[src/hw/rtl/bet_pkg.sv]
// Shared constants, types and character codes for the blank expander.
package bet_pkg;

  localparam int TAB_WIDTH       = 8;
  localparam int BLANK_COUNT_MAX = 127;
  localparam int MAX_RESULTS     = 64;
  localparam int QDEPTH          = 2;

  localparam int CH_W  = 7;
  localparam int BLK_W = 7;
  localparam int REP_W = 5;
  localparam int COL_W = (TAB_WIDTH > 1) ? $clog2(TAB_WIDTH) : 1;
  localparam int CNT_W = $clog2(MAX_RESULTS + 1);
  localparam int QP_W  = (QDEPTH > 1) ? $clog2(QDEPTH) : 1;
  localparam int QC_W  = $clog2(QDEPTH + 1);

  localparam logic [CH_W-1:0] CH_TAB = 7'o011;
  localparam logic [CH_W-1:0] CH_NL  = 7'o012;
  localparam logic [CH_W-1:0] CH_FF  = 7'o014;
  localparam logic [CH_W-1:0] CH_ESC = 7'o033;
  localparam logic [CH_W-1:0] CH_SP  = 7'o040;

  localparam logic [CH_W-1:0] ESC_BLANK_BIT  = 7'o100;
  localparam logic [CH_W-1:0] ESC_REPEAT_BIT = 7'o040;
  localparam logic [CH_W-1:0] BLANK_MASK     = 7'o077;
  localparam logic [CH_W-1:0] REPEAT_MASK    = 7'o037;

  typedef enum logic [2:0] {
    MODE_NORMAL = 3'b001,
    MODE_ESC    = 3'b010,
    MODE_REPEAT = 3'b100
  } mode_t;

  typedef struct packed {
    logic             is_eol;
    logic [BLK_W-1:0] blanks;
    logic [CH_W-1:0]  ch;
    logic [REP_W-1:0] reps;
  } cmd_t;

endpackage

[src/hw/rtl/bet_front.sv]
// Front end: decodes received characters into emission commands.
module bet_front (
  input  logic          clk,
  input  logic          rst_n,
  input  logic          in_valid,
  output logic          in_ready,
  input  logic [7:0]    in_char_in,
  input  logic          q_full,
  output logic          q_push,
  output bet_pkg::cmd_t q_cmd
);
  import bet_pkg::*;

  mode_t            mode_r, mode_nxt;
  logic [BLK_W-1:0] pend_r, pend_nxt;
  logic [REP_W-1:0] rep_r, rep_nxt;
  logic [CH_W-1:0]  c;
  logic [BLK_W-1:0] add_k;
  logic             do_add;
  logic [BLK_W:0]   sum;
  logic             acc;

  assign in_ready = !q_full;
  assign acc      = in_valid && in_ready;
  assign c        = in_char_in[CH_W-1:0];
  assign sum      = {1'b0, pend_r} + {1'b0, add_k};

  always_comb begin
    mode_nxt     = MODE_NORMAL;
    rep_nxt      = rep_r;
    pend_nxt     = pend_r;
    add_k        = '0;
    do_add       = 1'b0;
    q_push       = 1'b0;
    q_cmd.is_eol = 1'b0;
    q_cmd.blanks = pend_r;
    q_cmd.ch     = c;
    q_cmd.reps   = REP_W'(1);
    if (mode_r == MODE_ESC) begin
      if ((c & ESC_BLANK_BIT) != '0) begin
        add_k  = c & BLANK_MASK;
        do_add = 1'b1;
      end else if ((c & ESC_REPEAT_BIT) != '0 && (c & REPEAT_MASK) != '0) begin
        rep_nxt  = REP_W'(c & REPEAT_MASK);
        mode_nxt = MODE_REPEAT;
      end
    end else if (mode_r == MODE_REPEAT && c >= CH_SP) begin
      if (c > CH_SP) begin
        q_push     = 1'b1;
        q_cmd.reps = rep_r;
        pend_nxt   = '0;
      end else begin
        add_k  = BLK_W'(rep_r);
        do_add = 1'b1;
      end
    end else begin
      if (c > CH_SP) begin
        q_push   = 1'b1;
        pend_nxt = '0;
      end else if (c == CH_SP) begin
        add_k  = BLK_W'(1);
        do_add = 1'b1;
      end else if (c == CH_NL || c == CH_FF) begin
        q_push       = 1'b1;
        q_cmd.is_eol = 1'b1;
        q_cmd.blanks = '0;
        pend_nxt     = '0;
      end else if (c == CH_ESC) begin
        mode_nxt = MODE_ESC;
      end
    end
    if (do_add) begin
      pend_nxt = (sum > (BLK_W+1)'(BLANK_COUNT_MAX)) ? BLK_W'(BLANK_COUNT_MAX)
                                                      : sum[BLK_W-1:0];
    end
    if (!acc) begin
      q_push = 1'b0;
    end
  end

  always_ff @(posedge clk) begin
    if (!rst_n) begin
      mode_r <= MODE_NORMAL;
      pend_r <= '0;
      rep_r  <= '0;
    end else if (acc) begin
      mode_r <= mode_nxt;
      pend_r <= pend_nxt;
      rep_r  <= rep_nxt;
    end
  end

endmodule

[src/hw/rtl/bet_queue.sv]
// Short command queue between the decoder and the expander.
module bet_queue (
  input  logic          clk,
  input  logic          rst_n,
  input  logic          push,
  input  bet_pkg::cmd_t push_cmd,
  output logic          full,
  input  logic          pop,
  output logic          nonempty,
  output bet_pkg::cmd_t pop_cmd
);
  import bet_pkg::*;

  cmd_t            q_r [QDEPTH];
  logic [QP_W-1:0] wp_r, rp_r;
  logic [QC_W-1:0] cnt_r;
  logic            do_push, do_pop;

  assign full     = (cnt_r == QC_W'(QDEPTH));
  assign nonempty = (cnt_r != '0);
  assign pop_cmd  = q_r[rp_r];
  assign do_push  = push && !full;
  assign do_pop   = pop && nonempty;

  function automatic logic [QP_W-1:0] ptr_inc(input logic [QP_W-1:0] p);
    return (p == QP_W'(QDEPTH - 1)) ? '0 : p + QP_W'(1);
  endfunction

  always_ff @(posedge clk) begin
    if (do_push) begin
      q_r[wp_r] <= push_cmd;
    end
  end

  always_ff @(posedge clk) begin
    if (!rst_n) begin
      wp_r  <= '0;
      rp_r  <= '0;
      cnt_r <= '0;
    end else begin
      if (do_push) begin
        wp_r <= ptr_inc(wp_r);
      end
      if (do_pop) begin
        rp_r <= ptr_inc(rp_r);
      end
      if (do_push && !do_pop) begin
        cnt_r <= cnt_r + QC_W'(1);
      end else if (do_pop && !do_push) begin
        cnt_r <= cnt_r - QC_W'(1);
      end
    end
  end

endmodule

[src/hw/rtl/bet_back.sv]
// Back end: expands blanks into tabs and spaces and emits characters.
module bet_back (
  input  logic                  clk,
  input  logic                  rst_n,
  input  logic                  q_nonempty,
  input  bet_pkg::cmd_t         q_cmd,
  output logic                  q_pop,
  output logic                  out_valid,
  input  logic                  out_ready,
  output logic [bet_pkg::CH_W-1:0] out_char_out,
  output logic                  out_last_of_run
);
  import bet_pkg::*;

  logic             busy_r;
  logic             eol_r;
  logic [BLK_W-1:0] blk_r, blk_nxt;
  logic [REP_W-1:0] rep_r, rep_nxt;
  logic [CH_W-1:0]  ch_r, emit_ch;
  logic [COL_W-1:0] col_r, col_nxt, col_inc;
  logic [CNT_W-1:0] cnt_r;
  logic [BLK_W-1:0] tab_gap;
  logic             ovalid_r, olast_r;
  logic [CH_W-1:0]  ochar_r;
  logic             step, fin, emit;

  assign out_valid       = ovalid_r;
  assign out_char_out    = ochar_r;
  assign out_last_of_run = olast_r;

  assign q_pop   = !busy_r && q_nonempty;
  assign step    = busy_r && (!ovalid_r || out_ready);
  assign col_inc = (col_r == COL_W'(TAB_WIDTH - 1)) ? '0 : col_r + COL_W'(1);
  assign tab_gap = BLK_W'(TAB_WIDTH) - BLK_W'(col_r);

  always_comb begin
    blk_nxt = blk_r;
    rep_nxt = rep_r;
    col_nxt = col_r;
    emit_ch = ch_r;
    if (blk_r != '0) begin
      if (blk_r >= tab_gap && tab_gap != BLK_W'(1)) begin
        emit_ch = CH_TAB;
        blk_nxt = blk_r - tab_gap;
        col_nxt = '0;
      end else begin
        emit_ch = CH_SP;
        blk_nxt = blk_r - BLK_W'(1);
        col_nxt = col_inc;
      end
    end else begin
      rep_nxt = rep_r - REP_W'(1);
      col_nxt = eol_r ? '0 : col_inc;
    end
  end

  assign fin  = (blk_nxt == '0) && (rep_nxt == '0);
  assign emit = (cnt_r < CNT_W'(MAX_RESULTS));

  always_ff @(posedge clk) begin
    if (q_pop) begin
      eol_r <= q_cmd.is_eol;
      ch_r  <= q_cmd.ch;
    end
    if (step && emit) begin
      ochar_r <= emit_ch;
      olast_r <= fin || (cnt_r == CNT_W'(MAX_RESULTS - 1));
    end
  end

  always_ff @(posedge clk) begin
    if (!rst_n) begin
      busy_r   <= 1'b0;
      ovalid_r <= 1'b0;
      blk_r    <= '0;
      rep_r    <= '0;
      col_r    <= '0;
      cnt_r    <= '0;
    end else begin
      if (step && emit) begin
        ovalid_r <= 1'b1;
      end else if (out_ready) begin
        ovalid_r <= 1'b0;
      end
      if (q_pop) begin
        busy_r <= 1'b1;
        blk_r  <= q_cmd.blanks;
        rep_r  <= q_cmd.reps;
        cnt_r  <= '0;
      end else if (step) begin
        blk_r <= blk_nxt;
        rep_r <= rep_nxt;
        col_r <= col_nxt;
        if (emit) begin
          cnt_r <= cnt_r + CNT_W'(1);
        end
        if (fin) begin
          busy_r <= 1'b0;
        end
      end
    end
  end

endmodule

[src/hw/rtl/blank_expand_tab_compress.sv]
// Top level of the blank-compression decoder with tab insertion.
// Takes one received character per input transaction and rebuilds print lines:
// blanks and ESC codes are decoded into commands by the front end, queued in a
// two-entry command queue, and expanded by the back end into tabs at 8-column
// stops, spaces and repeated characters. An input transaction is accepted
// whenever the queue has room. Each command is first loaded into the back end,
// which then emits its tabs, spaces and characters one character per cycle
// while the output is not stalled, and loads the next command only once it has
// finished the current one; the back end's emitter sets the sustained rate.
module blank_expand_tab_compress (
  input  logic                     clk,
  input  logic                     rst_n,
  input  logic                     in_valid,
  output logic                     in_ready,
  input  logic [7:0]               in_char_in,
  output logic                     out_valid,
  input  logic                     out_ready,
  output logic [bet_pkg::CH_W-1:0] out_char_out,
  output logic                     out_last_of_run
);
  import bet_pkg::*;

  logic push, full, pop, nonempty;
  cmd_t push_cmd, pop_cmd;

  bet_front u_front (
    .clk        (clk),
    .rst_n      (rst_n),
    .in_valid   (in_valid),
    .in_ready   (in_ready),
    .in_char_in (in_char_in),
    .q_full     (full),
    .q_push     (push),
    .q_cmd      (push_cmd)
  );

  bet_queue u_queue (
    .clk      (clk),
    .rst_n    (rst_n),
    .push     (push),
    .push_cmd (push_cmd),
    .full     (full),
    .pop      (pop),
    .nonempty (nonempty),
    .pop_cmd  (pop_cmd)
  );

  bet_back u_back (
    .clk             (clk),
    .rst_n           (rst_n),
    .q_nonempty      (nonempty),
    .q_cmd           (pop_cmd),
    .q_pop           (pop),
    .out_valid       (out_valid),
    .out_ready       (out_ready),
    .out_char_out    (out_char_out),
    .out_last_of_run (out_last_of_run)
  );

endmodule

[config.mk]
export PLATFORM = sky130hd
export DESIGN_NAME = blank_expand_tab_compress
export DESIGN_NICKNAME = d
export VERILOG_FILES = /design/src/hw/rtl/bet_pkg.sv /design/src/hw/rtl/bet_front.sv /design/src/hw/rtl/bet_queue.sv /design/src/hw/rtl/bet_back.sv /design/src/hw/rtl/blank_expand_tab_compress.sv
export SDC_FILE = /design/constraint.sdc
export NUM_CORES = 1
export LEC_CHECK = 0
export BUFFER_PORTS_ARGS = -buffer_cell sky130_fd_sc_hd__buf_4
export CAP_MARGIN = 0
export CORE_ASPECT_RATIO = 0.7
export CORE_MARGIN = 1
export CORE_UTILIZATION = 65
export DETAILED_ROUTE_END_ITERATION = 10
export PLACE_DENSITY = 0.83
export SYNTH_ARGS = -nofsm -noshare
export SYNTH_HDL_FRONTEND = slang
export SYNTH_HIERARCHICAL = 1
export SYNTH_SLANG_ARGS = --single-unit
[constraint.sdc]
create_clock -name clk -period 4.9 [get_ports clk]
set_clock_uncertainty 0.2 [all_clocks]
set_input_delay 0.49 -clock clk [delete_from_list [all_inputs] [get_ports clk]]
set_output_delay 0.49 -clock clk [all_outputs]
set_load 0.05 [all_outputs]
After elaboration in Yosys (flattened, before gate mapping)
Memory sizes are Yosys's and may differ from the RTL's. A register that Yosys moved wholly into a read port is not among the register bits.
Index checks and enable logic that the tools add are counted.
{"block": "classes", "add_sub_neg": 11, "order_cmp": 5, "n_eq_ne": 13, "mux": 69, "bitwise": 3, "n_reduce_logical": 36}
{"op": "7-bit 2-to-1 mux", "n": 16}
{"op": "8-bit 2-to-1 mux", "n": 5}
{"op": "5-bit 2-to-1 mux", "n": 7}
{"op": "3-bit 2-to-1 mux", "n": 11}
{"op": "1-bit 2-to-1 mux", "n": 25}
{"op": "7-bit by 4-bit == test with 1-bit output, second input constant", "n": 2}
{"op": "7-bit by 6-bit == test with 1-bit output, second input constant", "n": 2}
{"op": "7-bit nonzero test", "n": 2}
{"op": "1-bit logical AND", "n": 12}
{"op": "6-bit 2-to-1 mux", "n": 2}
{"op": "2-bit nonzero test", "n": 5}
{"op": "7-bit by 7-bit adder with 8-bit output", "n": 1}
{"op": "8-bit by 7-bit greater-than comparator with 1-bit output, second input constant", "n": 1}
{"op": "7-bit by 1-bit adder with 7-bit output, second input constant", "n": 1}
{"op": "7-bit by 5-bit == test with 1-bit output, second input constant", "n": 1}
{"op": "7-bit by 6-bit greater-or-equal comparator with 1-bit output, second input constant", "n": 1}
{"op": "7-bit greater-or-equal comparator", "n": 1}
{"op": "7-bit by 6-bit greater-than comparator with 1-bit output, second input constant", "n": 1}
{"op": "7-bit zero test", "n": 1}
{"op": "7-bit < comparator, second input constant", "n": 1}
{"op": "7-bit by 1-bit != test with 1-bit output, second input constant", "n": 1}
{"op": "7-bit by 1-bit subtractor with 7-bit output, second input constant", "n": 1}
{"op": "7-bit subtractor", "n": 1}
{"op": "3-bit == test, second input constant", "n": 2}
{"op": "other kinds (21)", "n": 34}
{"block": "totals", "reg_bits": 59, "mem_bits_rw": 40, "out_inout_bits": 10, "n_memories": 1}
{"memory": "u_queue.q_r", "words": 2, "word_bits": 20, "read_ports": 1, "rd_ports_with_merged_regs": 1, "wr": 1, "line_no": "bet_queue.sv:14", "text": "cmd_t q_r [QDEPTH];"}

Depth between registers and ports, before layout
Gate-level depths: netlist (run 1).
{"block": "logic_depth", "ltp_word": 13, "depth_mapped": 13}

By module
Netlist (run 1), hierarchy kept.
{"module": "bet_back", "instances": 1, "cells_per_inst": 241, "area_each_um2": 2287.2, "seq_area_each_um2": 960.9}
{"module": "bet_queue", "instances": 1, "cells_per_inst": 87, "area_each_um2": 1672.9, "seq_area_each_um2": 1301.2}
{"module": "bet_front", "instances": 1, "cells_per_inst": 147, "area_each_um2": 1275.0, "seq_area_each_um2": 300.3}

Worst setup path after synthesis (run 1)
No wires, ideal clock.
{"block": "synth_path", "kind": "input-to-reg", "from": "input port in_char_in[4]", "to": "register u_front.pend_r[5]", "setup_time_ns": 0.127, "t_arrival_ns": 3.134, "path_slack_ns": 1.439, "stages": 10, "path_buffers": 0, "path_cell_list": "or4_4 -> or2_2 -> nor3_4 -> a22o_1 -> ha_1 -> a21oi_1 -> a21oi_1 -> or4b_2 -> o2111ai_1 -> o21ai_0"}
{"block": "synth_via", "elab_chain_len": 9}
{"element": "start, declared", "line_no": "blank_expand_tab_compress.sv:15", "text": "input logic [7:0] in_char_in,"}
{"element": "branches (longest 9 deep; another with 7-bit by 7-bit adder with 8-bit output)"}
{"element": "end signal, assigned", "line_no": "bet_front.sv:88", "text": "pend_r <= pend_nxt;"}
{"element": "end, declared", "line_no": "bet_front.sv:15", "text": "logic [BLK_W-1:0] pend_r, pend_nxt;"}
Several ways; the timed one is not identified. The select of a mux whose other input is x is not followed.
A chain may end at the register's enable or synchronous reset.

Worst setup path in the final report (run 1)
Same ends and word-level chain as after synthesis.

==> results of run 1 <==
[per-layer routing]
metal	routed length, microns	part of all wire (%)	track usage (%)
met1	5050	44	40.3
met5	0	0	0
met3	901	7.9	6.46
met4	175	1.5	8.13
met2	5230	46	44.9
[layout make-up]
cell class | instances | area share, %
flip-flops and latches | 100 | 45.5
multi-input cells | 332 | 43.2
repair buffers | 21 | 2.80
well taps | 98 | 2.18
inverters | 22 | 1.47
clock inverters | 7 | 0.888
clock buffers | 9 | 4.00
[Yosys cell counts, types with 3 or more instances]
master and number:
sky130_fd_sc_hd__edfxtp_1 56, sky130_fd_sc_hd__dfxtp_1 44, sky130_fd_sc_hd__nor2_1 37, sky130_fd_sc_hd__o21ai_0 23
sky130_fd_sc_hd__inv_1 21, sky130_fd_sc_hd__nand2_1 21, sky130_fd_sc_hd__and2_1 20, sky130_fd_sc_hd__mux2_2 20
sky130_fd_sc_hd__a21oi_1 18, sky130_fd_sc_hd__ha_1 18, sky130_fd_sc_hd__a22oi_1 11, sky130_fd_sc_hd__nor3_1 11
sky130_fd_sc_hd__and3_1 8, sky130_fd_sc_hd__xor2_1 8, sky130_fd_sc_hd__a21o_2 7, sky130_fd_sc_hd__buf_4 7
sky130_fd_sc_hd__nand4_1 7, sky130_fd_sc_hd__or3_1 7, sky130_fd_sc_hd__a21boi_0 6, sky130_fd_sc_hd__mux2i_1 6
sky130_fd_sc_hd__nand2b_1 6, sky130_fd_sc_hd__nor2b_1 6, sky130_fd_sc_hd__o211a_1 6, sky130_fd_sc_hd__xnor2_1 6
sky130_fd_sc_hd__nand3_1 5, sky130_fd_sc_hd__a221oi_1 4, sky130_fd_sc_hd__clkbuf_1 4, sky130_fd_sc_hd__or2_2 4
sky130_fd_sc_hd__a21o_1 3, sky130_fd_sc_hd__a22o_1 3, sky130_fd_sc_hd__buf_2 3, sky130_fd_sc_hd__buf_6 3
sky130_fd_sc_hd__o21a_1 3, sky130_fd_sc_hd__o22ai_1 3, sky130_fd_sc_hd__or2b_2 3
[placed cells by master, fill, tap and decap left out, types with 4 or more instances in the layout]
master,count
sky130_fd_sc_hd__mux2_2,20
sky130_fd_sc_hd__a21o_2,7
sky130_fd_sc_hd__o211a_1,6
sky130_fd_sc_hd__nor3_1,11
sky130_fd_sc_hd__nand3_1,5
sky130_fd_sc_hd__nand2b_1,6
sky130_fd_sc_hd__xor2_1,8
sky130_fd_sc_hd__ha_1,18
sky130_fd_sc_hd__a22oi_1,11
sky130_fd_sc_hd__or3_1,7
sky130_fd_sc_hd__and2_1,20
sky130_fd_sc_hd__dfxtp_1,44
sky130_fd_sc_hd__edfxtp_1,56
sky130_fd_sc_hd__mux2i_1,6
sky130_fd_sc_hd__clkbuf_16,9
sky130_fd_sc_hd__nand2_1,21
sky130_fd_sc_hd__o21ai_0,23
sky130_fd_sc_hd__a21boi_0,6
sky130_fd_sc_hd__nor2_1,37
sky130_fd_sc_hd__and3_1,8
sky130_fd_sc_hd__a221oi_1,4
sky130_fd_sc_hd__or2_2,4
sky130_fd_sc_hd__xnor2_1,6
sky130_fd_sc_hd__a21oi_1,18
sky130_fd_sc_hd__nand4_1,7
sky130_fd_sc_hd__inv_1,21
sky130_fd_sc_hd__buf_4,21
sky130_fd_sc_hd__nor2b_1,6
[flip-flops by register name (all words and copies together) (netlist names), 2 cells and up, named ones only]
name / flops
u_back/ch_r: 7
u_front/mode_r: 3
u_back/col_r: 3
u_back/rep_r: 5
u_back/cnt_r: 7
u_front/pend_r: 7
u_back/blk_r: 7
u_queue/q_r: 40
u_front/rep_r: 5
u_queue/cnt_r: 2
u_back/out_char_out: 7
[report_power, final]
group,switching [mW],leakage [nW],internal [mW]
combinational,0.868,1.22,0.513
sequential,0.115,0.878,1.09
clock,0.314,0.130,0.346
total,1.30,2.22,1.95
[stage by stage]
stage,setup slack [ns],hold slack (ns),utilization (%),instances,instance area (sq um)
2_1_floorplan,1.44,0.258,-,475,5240
3_3_place_gp,1.12,0.273,71.0,573,5360
3_5_place_dp,1.02,0.291,71.0,573,5360
4_1_cts,1.35,0.157,74.7,589,5640
5_1_grt,1.17,0.168,74.7,589,5640
6_report,1.33,0.170,74.7,589,5640
[final timing paths]
check                  startpoint                 end  slack, ns
setup / recovery    in_char_in[4]   u_front/pend_r[5]       1.33
hold / removal      in_char_in[5]  u_queue/q_r[1][10]       0.17
setup reg to reg  u_back/col_r[0]       u_back/busy_r       1.46
hold reg to reg   u_back/cnt_r[5]     u_back/cnt_r[5]       0.31
[kinds of logic after synthesis]
kind of cell	Yosys count	synth area share, %
flip-flops	100	48.9
XOR/XNOR	14	2.34
multiplexers	27	5.74
adder cells (fa/ha/maj)	20	5.07
AO/OA/AOI/OAI	111	15.1
buffers and inverters	43	4.52
AND/OR/NAND/NOR	160	18.3
==> metrics.log, run 1 <==
[metrics] Levels on crit path: 11
[metrics] Routed WL per cell: 19.3 microns
[metrics] first-pass GRT wire length: 18.2 mm
[metrics] cell with the most instances on the worst path: sky130_fd_sc_hd__a21oi_1
[metrics] count of buffers inserted at the top-level ports: 20
[metrics] DRC: 0
[metrics] clock transition at the register clock pins on the worst setup and hold paths after CTS: 0.07 ns
[metrics] Maximum Capacitance Violations: 0
[metrics] row count: 26
[metrics] total CTS buffers: 9
[metrics] cell at the root of the clock tree: sky130_fd_sc_hd__clkbuf_16
[metrics] worst-case reg-to-reg path depth: 12
[metrics] Die Width: 109 microns
[metrics] Final period util: around 73%
[metrics] Syn Nets: a little over 500
[metrics] number of iterations in the first detailed-routing pass: 7
[metrics] most area-consuming cells after synthesis: sky130_fd_sc_hd__edfxtp_1 32%, sky130_fd_sc_hd__dfxtp_1 17%, sky130_fd_sc_hd__ha_1 4.3%, sky130_fd_sc_hd__mux2_2 4.3%, sky130_fd_sc_hd__nor2_1 2.7%
[metrics] result of the run: finished clean
[metrics] Pleak: 2.22 nW
[metrics] post-synthesis instance area: ~0.0052 sq mm
[metrics] via density per instance: 6.40
[metrics] top-area cell type share of the netlist area: 32.1%
[metrics] number of enable-type register cells in the synthesized netlist: 56
[metrics] largest fanout on the critical path: 7
[metrics] arrival time worst endpoint: 3.59 ns
[metrics] Ys Warns: 6
[metrics] Synth area leader: sky130_fd_sc_hd__edfxtp_1
[metrics] Chip Height: 77.1 microns
[metrics] Clock Path Buffers: 2
[metrics] Hold WC Path Type: primary input to flip-flop
[metrics] vias: 3772
[metrics] weighted congestion reported at the end of routability-driven placement: a little over 0.9
[metrics] cell depth of the worst hold path: 1
[metrics] headroom to the max-slew limit: between 20 and 30%
[metrics] fraction of layout instances using a drive strength above 1: 18.9%
[metrics] Final Max Tran Viols: 0
[metrics] Worst path top cell family by delay: simple AND/OR/NAND/NOR gates
[metrics] number of buffers added to fix hold violations after cts: 0
[metrics] unrepaired setup endpoints after global routing: false
[metrics] I/O pin total: 22
[metrics] post-synthesis area per instance: 11.0 sq um
[metrics] Worst IR Drop VDD: 0.492 mV
[metrics] aggregate global-route resource usage: 28.8%
[metrics] post-layout total power: 3.24 mW
[metrics] number of design-rule violations left by the first detailed-router iteration: 404
[metrics] synthesized instance count: 475
[metrics] largest net degree at the start of global routing: 33
[metrics] area occupied by multi-input gates: 0.00244 sq mm
[metrics] number of global-route vias before repair: 3593
[metrics] cells traversed along the worst timing path: buf_4 > or4_4 > or2_2 > nor3_4 > a22o_1 > ha_1 > a21oi_1 > a21oi_1 > or4b_2 > o2111ai_1 > o21ai_0
[metrics] Area Overhead vs Synth: 7.67%
[metrics] Setup crit start kind: primary input
[metrics] cells resized by post-CTS repair: 0
[metrics] post-CTS setup buffer count: 0
[metrics] endpoints failing hold: 0
[metrics] Least-Margin Pin Slew: 1.11 ns
[metrics] number of nets still failing antenna checks after routing: 0
[metrics] async set or reset register ratio after synthesis: 0%
[metrics] wire length after detailed routing: roughly 11 mm
[metrics] sequential cell area: about 0.0026 sq mm
[metrics] Data required, critical path: 4.92 ns
[metrics] fill cell count: 533
[metrics] areal power density over the cells: 576 mW/mm^2
[metrics] upper clock frequency limit: 280 MHz
[metrics] Most used DFF post-synth: sky130_fd_sc_hd__edfxtp_1
[metrics] final-stage net count: ~520
[metrics] setup TNS: 0 ns
[metrics] worst-path cell with the longest stage delay: sky130_fd_sc_hd__or4b_2
[metrics] share of synthesized area occupied by flip-flops and latches: 48.9%
[metrics] CTS tree: yes
[metrics] Max H-tree Level: 3
[metrics] post-route minimum period: between 3 and 4 ns
[metrics] total die area: 0.00842 sq mm
[metrics] combined buffer and inverter count along the critical path: 1
[metrics] effective utilization at floorplan: 69.4%
[metrics] HPWL after detailed placement: between 7 and 8 mm
[metrics] source-to-sink clock delay at the later pin of the worst-skew pair: about 0.35 ns
[metrics] delay of the slowest cell on the worst path: roughly 0.64 ns
[metrics] residual overflow from global routing: 0
[metrics] Unique masters post-synth: 84
[metrics] critical path type: primary input to flip-flop
[metrics] total of endpoints with negative setup slack in the final report: 0
[metrics] critical path endpoint category: flip-flop
[metrics] flip-flop and latch count after synthesis: 100
[metrics] core box area: 0.00755 sq mm
[metrics] Antenna diodes: 0
[metrics] number of clock sinks: 100
[metrics] number of antenna violations at the first check in global routing: 0
Power figures use the tool's default switching activity.
==> run 2, diff against run 1 <==
--- a/config.mk
+++ b/config.mk
@@ -9,9 +9,9 @@
 export CAP_MARGIN = 0
 export CORE_ASPECT_RATIO = 0.7
 export CORE_MARGIN = 1
-export CORE_UTILIZATION = 65
+export CORE_UTILIZATION = 56
 export DETAILED_ROUTE_END_ITERATION = 10
-export PLACE_DENSITY = 0.83
+export PLACE_DENSITY = 0.76
 export SYNTH_ARGS = -nofsm -noshare
 export SYNTH_HDL_FRONTEND = slang
 export SYNTH_HIERARCHICAL = 1
==> constraint.sdc (replaced) <==
create_clock -name clk -period 2.9 [get_ports clk]
set_clock_uncertainty 0.2 [all_clocks]
set_input_delay 0.29 -clock clk [delete_from_list [all_inputs] [get_ports clk]]
set_output_delay 0.29 -clock clk [all_outputs]
set_load 0.05 [all_outputs]
==> run 2 against run 1 <==
Net effect:
- the run now ends with DRC, setup timing left
- total power up 90%
- combinational power grew 120%
- cell area up 13%
- clock-buffer cell count did not move
- sequential share of layout area is 5.4 points lower
- non-clock buffer count up 57
- clock power rose by 68%
- wire length up 2.2%
- first-iteration DRC count fell by 6.7%
- hold slack worse by 0.14 ns
- critical path type unchanged
- critical endpoint is now u_front/pend_r[6]
- largest cell class is now multi-input combinational cells
- largest power group unchanged
==> metrics.log, run 2 (synthesis results as in run 1) <==
[metrics] arrival time worst endpoint: 2.97 ns (-0.62 ns)
[metrics] upper clock frequency limit: 342 MHz
[metrics] headroom to the max-slew limit: 53.1% (+27 points)
[metrics] weighted congestion reported at the end of routability-driven placement: 0.904 (-2.7%)
[metrics] pre-CTS setup slack: -0.400 ns (-1.42 ns)
[metrics] Chip Height: 82.9 microns (+7.5%)
[metrics] total die area: 0.00975 sq mm (+16%)
[metrics] flip-flop count of the largest register, all copies and words added: 40 (unchanged)
[metrics] number of iterations in the first detailed-routing pass: 9 (+2)
[metrics] I/O pin total: 22 (unchanged)
[metrics] Final Max Tran Viols: 0 (unchanged)
[metrics] Data required, critical path: 2.95 ns (-1.97 ns)
[metrics] count of buffers inserted at the top-level ports: 20 (unchanged)
[metrics] Clock Path Buffers: 2 (unchanged)
[metrics] number of antenna violations at the first check in global routing: 0 (unchanged)
[metrics] Pleak: 2.56 nW (+15%)
[metrics] wire length after detailed routing: 11.6 mm (+2.2%)
[metrics] residual overflow from global routing: 0 (unchanged)
[metrics] fraction of layout instances using a drive strength above 1: 33.0% (+14 points)
[metrics] aggregate global-route resource usage: 24.9% (-3.9 points)
[metrics] Max H-tree Level: 3 (unchanged)
[metrics] number of design-rule violations left by the first detailed-router iteration: 377 (-6.7%)
[metrics] violated checks: DRC, setup timing
[metrics] effective utilization at floorplan: 57.7% (-12 points)
[metrics] core box area: 0.00907 sq mm (+20%)
[metrics] final-stage net count: 575 (+11%)
[metrics] commonest cells after routing, fill and taps aside: 72 x sky130_fd_sc_hd__buf_4, 56 x sky130_fd_sc_hd__edfxtp_1, 42 x sky130_fd_sc_hd__dfxtp_1
[metrics] total CTS buffers: 9 (unchanged)
[metrics] areal power density over the cells: 964 mW/mm^2 (+67%)
[metrics] result of the run: finished with violations
[metrics] HPWL after detailed placement: 8.22 mm (+4.6%)
[metrics] post-route minimum period: 2.92 ns
[metrics] vias: 4006 (+6.2%)
[metrics] critical path type: primary input to flip-flop
[metrics] source-to-sink clock delay at the later pin of the worst-skew pair: 0.34 ns (about the same)
[metrics] largest net degree at the start of global routing: 33 (unchanged)
[metrics] endpoints failing hold: 0 (unchanged)
[metrics] Routed WL per cell: 17.3 microns (-10%)
[metrics] Setup crit start kind: primary input
[metrics] Hold WC Path Type: primary input to flip-flop
[metrics] setup TNS: -0.0398 ns (-0.0398 ns)
[metrics] Worst IR Drop VDD: 0.487 mV (-1.1%)
[metrics] Area Overhead vs Synth: 22.2%
[metrics] row count: 29 (+12%)
[metrics] Die Width: 118 microns (+7.6%)
[metrics] Antenna diodes: 0 (unchanged)
[metrics] Cell Area, Placed: 0.00585 sq mm (+9.1%)
[metrics] largest fanout on the critical path: 4 (-3)
[metrics] number of global-route vias before repair: 3915 (+9.0%)
[metrics] Biggest register: u_queue/q_r
[metrics] number of clock sinks: 100 (unchanged)
[metrics] Least-Margin Pin Slew: 0.701 ns (-0.410 ns)
[metrics] first-pass GRT wire length: 19.0 mm (+4.1%)
[metrics] CTS tree: yes
[metrics] Maximum Capacitance Violations: 0 (unchanged)
[metrics] post-layout total power: 6.17 mW (+90%)
[metrics] most common cell after layout, fill and taps aside: sky130_fd_sc_hd__buf_4
[metrics] total of endpoints with negative setup slack in the final report: 2 (+2)
[metrics] DRC: 1 (+1)
[metrics] clock transition at the register clock pins on the worst setup and hold paths after CTS: 0.07 ns (about the same)
[metrics] unrepaired setup endpoints after global routing: true
[metrics] Final period util: 101%
[metrics] final instance area: 0.00640 sq mm (+13%)
[metrics] critical path endpoint category: flip-flop
[metrics] via density per instance: 5.96 (-6.9%)
[metrics] number of nets still failing antenna checks after routing: 0 (unchanged)
[metrics] crit path setup slack, layout: -0.0215 ns (-1.35 ns)
[metrics] cell at the root of the clock tree: sky130_fd_sc_hd__clkbuf_16
## run 2: cell count changes in the layout (fill, tap and decap cells not counted), sizes merged
cell    delta
buf       +57
inv        +1
clkinv     -1
## run 2: critical path: stages
cell and delay, ns:
sky130_fd_sc_hd__buf_4 0.11, sky130_fd_sc_hd__or4_4 0.53, sky130_fd_sc_hd__or2_4 0.28, sky130_fd_sc_hd__nor3_4 0.26, sky130_fd_sc_hd__a22o_1 0.22, sky130_fd_sc_hd__inv_1 0.08, sky130_fd_sc_hd__fa_2 0.38, sky130_fd_sc_hd__nand2b_4 0.17
sky130_fd_sc_hd__a21oi_2 0.14, sky130_fd_sc_hd__o22ai_1 0.09, sky130_fd_sc_hd__a41o_1 0.21, sky130_fd_sc_hd__a311oi_1 0.20
## run 2: final cells by class
class | count | area [sq um]
Clock inverter | 7 | 57.6
Inverter | 22 | 82.6
Timing Repair Buffer | 78 | 634
Sequential cell | 100 | 2560
Fill cell | 636 | 2680
Multi-Input combinational cell | 332 | 2680
Tap cell | 124 | 155
Clock buffer | 9 | 225
## run 2: what timing repair did
action	4_1_cts	5_1_grt
setup endpoints to repair	6	9
setup buffers	4	5
pin swaps	11	23
hold buffers	0	0
resized for setup	16	31
## run 2: path summary, 6_finish.rpt
kind	cells past startpoint	slack (ns)	start	endpoint
setup / recovery	12	-0.02	in_char_in[2]	u_front/pend_r[6]
hold / removal	1	0.03	in_char_in[3]	u_queue/q_r[1][8]
setup reg to reg	12	-0.02	u_back/col_r[0]	u_back/out_last_of_run
hold reg to reg	2	0.30	u_back/cnt_r[5]	u_back/cnt_r[5]
## run 2: metrics by stage
step                      std cells  utilization [%]  hold WS [ns]
after CTS                       669             68.8        0.0161
after global routing            672             70.5        0.0200
after global placement          649             64.5         0.274
final                           672             70.5        0.0328
after floorplan                 475                -         0.208
after detailed placement        649             64.5         0.283
## run 2: report_power, final
group | switching, mW | internal [mW] | total [mW]
combinational | 1.69 | 1.35 | 3.04
clock | 0.520 | 0.593 | 1.11
sequential | 0.178 | 1.84 | 2.02
## run 2: per-layer routing
layer	track usage (%)	vias to the layer above	routed length (microns)
met2	40.8	146	5480
met3	5.56	12	924
met4	9.09	0	131
met5	0	-	0
met1	32.7	1951	5060
li1	-	1897	-
==> run 3, diff against run 2 <==
--- a/config.mk
+++ b/config.mk
@@ -9,10 +9,9 @@
 export CAP_MARGIN = 0
 export CORE_ASPECT_RATIO = 0.7
 export CORE_MARGIN = 1
-export CORE_UTILIZATION = 56
+export CORE_UTILIZATION = 55
 export DETAILED_ROUTE_END_ITERATION = 10
-export PLACE_DENSITY = 0.76
+export PLACE_DENSITY = 0.75
 export SYNTH_ARGS = -nofsm -noshare
 export SYNTH_HDL_FRONTEND = slang
-export SYNTH_HIERARCHICAL = 1
 export SYNTH_SLANG_ARGS = --single-unit
==> run 3 against run 2 <==
Net effect:
- the flow finishes with violations (setup timing)
- non-clock buffer count fell by 8
- register-to-register slack got worse by 0.05 ns
- clock power rose by 9%
- fmax fell by 1.6%
- cell count fell by 3.3%
- critical path depth did not move
- critical path type is now flip-flop to flip-flop
- largest power group unchanged
==> metrics.log, run 3 <==
[metrics] vias: 3848 (-3.9%)
[metrics] final hold slack: 0.0360 ns (+0.00325 ns)
[metrics] critical path endpoint category: flip-flop
[metrics] post-synthesis instance area: 0.00493 sq mm (-5.9%)
[metrics] pre-CTS setup slack: -0.0925 ns (+0.308 ns)
[metrics] count of buffers inserted at the top-level ports: 20 (unchanged)
[metrics] Max H-tree Level: 3 (unchanged)
[metrics] Most used DFF post-synth: sky130_fd_sc_hd__edfxtp_1
[metrics] clock transition at the register clock pins on the worst setup and hold paths after CTS: 0.07 ns (about the same)
[metrics] R2R Setup Slk: -0.07 ns (-0.05 ns)
[metrics] fraction of layout instances using a drive strength above 1: 27.2% (-5.9 points)
[metrics] number of antenna violations at the first check in global routing: 0 (unchanged)
[metrics] DRC: 0 (-1)
[metrics] core occupancy in the finished layout: 70.6% (+0.10 points)
[metrics] adder-cell share of the synthesized area: 5.13% (+0.061 points)
[metrics] final-stage net count: 556 (-3.3%)
[metrics] weighted congestion reported at the end of routability-driven placement: 0.864 (-4.4%)
[metrics] number of clock sinks: 100 (unchanged)
[metrics] Data required, critical path: 2.93 ns (-0.02 ns)
[metrics] cell at the root of the clock tree: sky130_fd_sc_hd__clkbuf_16
[metrics] Setup crit start kind: flip-flop
[metrics] Worst IR Drop VDD: 0.628 mV (+29%)
[metrics] simple-gate share of the synthesized area: 16.5% (-1.8 points)
[metrics] Biggest register: u_queue.q_r
[metrics] commonest cells after routing, fill and taps aside: 69 x sky130_fd_sc_hd__buf_4, 59 x sky130_fd_sc_hd__nor2_1, 56 x sky130_fd_sc_hd__edfxtp_1
[metrics] post-synthesis area per instance: 10.7 sq um (-2.6%)
[metrics] Ys Warns: 0 (-6)
[metrics] largest family of logic cells by synthesized area: simple AND/OR/NAND/NOR gates
[metrics] Unique masters post-synth: 65 (-23%)
[metrics] Routed WL per cell: 17.6 microns (+1.7%)
[metrics] total of endpoints with negative setup slack in the final report: 1 (-1)
[metrics] largest net degree at the start of global routing: 21 (-36%)
[metrics] async set or reset register ratio after synthesis: 0% (unchanged)
[metrics] cell with the most instances after synthesis: sky130_fd_sc_hd__nor2_1
[metrics] synthesized-area fraction occupied by ao, oa, aoi and oai cells: 14.7% (-0.38 points)
[metrics] unrepaired setup endpoints after global routing: true
[metrics] result of the run: finished with violations
[metrics] number of enable-type register cells in the synthesized netlist: 56 (unchanged)
[metrics] number of buffers added to fix hold violations after cts: 0 (unchanged)
[metrics] flip-flop count of the largest register, all copies and words added: 40 (unchanged)
[metrics] Clock Path Buffers: 2 (unchanged)
[metrics] Least-Margin Pin Slew: 0.801 ns (+0.100 ns)
[metrics] share of synthesized area occupied by flip-flops and latches: 52.0% (+3.0 points)
[metrics] upper clock frequency limit: 337 MHz (-1.6%)
[metrics] core box area: 0.00858 sq mm (-5.4%)
[metrics] flip-flop and latch count after synthesis: 100 (unchanged)
[metrics] arrival time worst endpoint: 3.00 ns (+0.03 ns)
[metrics] most common cell after layout, fill and taps aside: sky130_fd_sc_hd__buf_4
[metrics] synthesized instance count: 459 (-3.4%)
[metrics] areal power density over the cells: 1330 mW/mm^2 (+37%)
[metrics] Area Overhead vs Synth: 23.0%
[metrics] total die area: 0.00935 sq mm (-4.1%)
[metrics] Chip Height: 81.2 microns (-2.0%)
[metrics] number of design-rule violations left by the first detailed-router iteration: 304 (-19%)
[metrics] number of nets still failing antenna checks after routing: 0 (unchanged)
[metrics] top-area cell type share of the netlist area: 34.1% (+2.0 points)
[metrics] post-layout total power: 8.03 mW (+30%)
[metrics] number of global-route vias before repair: 3711 (-5.2%)
[metrics] total CTS buffers: 9 (unchanged)
[metrics] Pleak: 2.30 nW (-9.9%)
[metrics] cell types with the highest counts after synthesis: 60 x sky130_fd_sc_hd__nor2_1, 56 x sky130_fd_sc_hd__edfxtp_1, 44 x sky130_fd_sc_hd__dfxtp_1
[metrics] crit path setup slack, layout: -0.0692 ns (-0.0477 ns)
[metrics] Synth area leader: sky130_fd_sc_hd__edfxtp_1
[metrics] portion of netlist area occupied by mux cells: 5.92% (+0.18 points)
[metrics] critical path type: flip-flop to flip-flop
[metrics] source-to-sink clock delay at the later pin of the worst-skew pair: 0.34 ns (about the same)
[metrics] via density per instance: 5.92 (-0.69%)
[metrics] Die Width: 115 microns (-2.1%)
[metrics] Syn Nets: 490 (-3.4%)
[metrics] Maximum Capacitance Violations: 0 (unchanged)
[metrics] effective utilization at floorplan: 57.4% (-0.29 points)
[metrics] wire length after detailed routing: 11.4 mm (-1.6%)
[metrics] post-route minimum period: 2.97 ns (+0.0477 ns)
[metrics] headroom to the max-slew limit: 46.4% (-6.7 points)
[metrics] largest fanout on the critical path: 4 (unchanged)
[metrics] first-pass GRT wire length: 18.0 mm (-5.1%)
[metrics] most area-consuming cells after synthesis: sky130_fd_sc_hd__edfxtp_1 34%, sky130_fd_sc_hd__dfxtp_1 18%, sky130_fd_sc_hd__nor2_1 4.6%, sky130_fd_sc_hd__ha_1 4.3%, sky130_fd_sc_hd__mux2i_1 3.9%
[metrics] HPWL after detailed placement: 7.85 mm (-4.5%)
[metrics] Final period util: 102% (+1.6 points)
[metrics] Hold WC Path Type: primary input to flip-flop
[metrics] row count: 28 (-3.4%)
[metrics] aggregate global-route resource usage: 26.0% (+1.0 points)
[metrics] residual overflow from global routing: 0 (unchanged)
[metrics] CTS tree: yes
[metrics] violated checks: setup timing
[metrics] Antenna diodes: 0 (unchanged)
[metrics] number of iterations in the first detailed-routing pass: 7 (-2)
[metrics] xor/xnor cell area share of the yosys netlist: 3.38% (+1.0 points)
[metrics] endpoints failing hold: 0 (unchanged)
[metrics] Final Max Tran Viols: 0 (unchanged)
[metrics] I/O pin total: 22 (unchanged)
-- run 3: cells by family (layout without fill, tap and decap cells) --
kind of cell	after synthesis	count (layout)
multiplexers	28	28
XOR/XNOR	19	19
AND/OR/NAND/NOR	161	161
buffers and inverters	29	100
AO/OA/AOI/OAI	103	103
adder cells (fa/ha/maj)	19	19
flip-flops	100	100
-- run 3: routing by layer --
metal | share of wire (%) | up-vias | track usage, % | wire [microns]
li1 | - | 1815 | - | -
met1 | 45 | 1867 | 33.1 | 5160
met2 | 46 | 140 | 42.5 | 5290
met3 | 6.3 | 26 | 6.57 | 717
met4 | 2.1 | 0 | 10.8 | 239
met5 | 0 | - | 0 | 0
-- run 3: stage by stage --
step	area, sq um	std cells	setup TNS, ns
floorplan	4980	459	-1.97
global placement	5580	632	-0.180
global route	6060	650	-0.508
detailed placement	5580	632	-0.519
CTS	5960	650	-0.144
finish	6060	650	-0.0692
-- run 3: final cells by class --
type / count / area (sq um)
clock buffers: 10 / 229
fillers: 614 / 2520
flip-flops and latches: 100 / 2560
repair buffers: 70 / 538
multi-input cells: 330 / 2450
inverters: 14 / 52.6
well taps: 120 / 150
clock inverters: 6 / 73.8
-- run 3: worst max-delay path: stages (launching register included) --
cell and delay [ns]:
sky130_fd_sc_hd__dfxtp_2 0.36, sky130_fd_sc_hd__inv_2 0.05, sky130_fd_sc_hd__ha_4 0.16, sky130_fd_sc_hd__nand2b_1 0.11, sky130_fd_sc_hd__nand2_2 0.08, sky130_fd_sc_hd__ha_4 0.22
sky130_fd_sc_hd__and4_4 0.14, sky130_fd_sc_hd__or3_4 0.42, sky130_fd_sc_hd__o2bb2ai_4 0.20, sky130_fd_sc_hd__nor2_4 0.07, sky130_fd_sc_hd__a2111oi_4 0.42, sky130_fd_sc_hd__nand4_1 0.13
sky130_fd_sc_hd__o31a_1 0.30
-- run 3: final timing paths --
| path | cells past startpoint | from | end |
|---|---|---|---|
| max reg2reg | 12 | u_back.col_r[0] | u_back.busy_r |
| min reg2reg | 2 | u_back.cnt_r[5] | u_back.cnt_r[5] |
| max | 12 | u_back.col_r[0] | u_back.busy_r |
| min | 2 | rst_n | u_back.out_valid |
-- run 3: power by group --
part / leakage [nW] / internal, mW / switching, mW
clock network: 0.148 / 0.680 / 0.534
registers: 0.881 / 1.88 / 0.175
logic: 1.28 / 2.15 / 2.62
-- run 3: repair_timing --
item,4_1_cts,5_1_grt
pin swaps,8,11
setup endpoints to repair,8,15
setup buffers,2,1
resized for setup,14,25
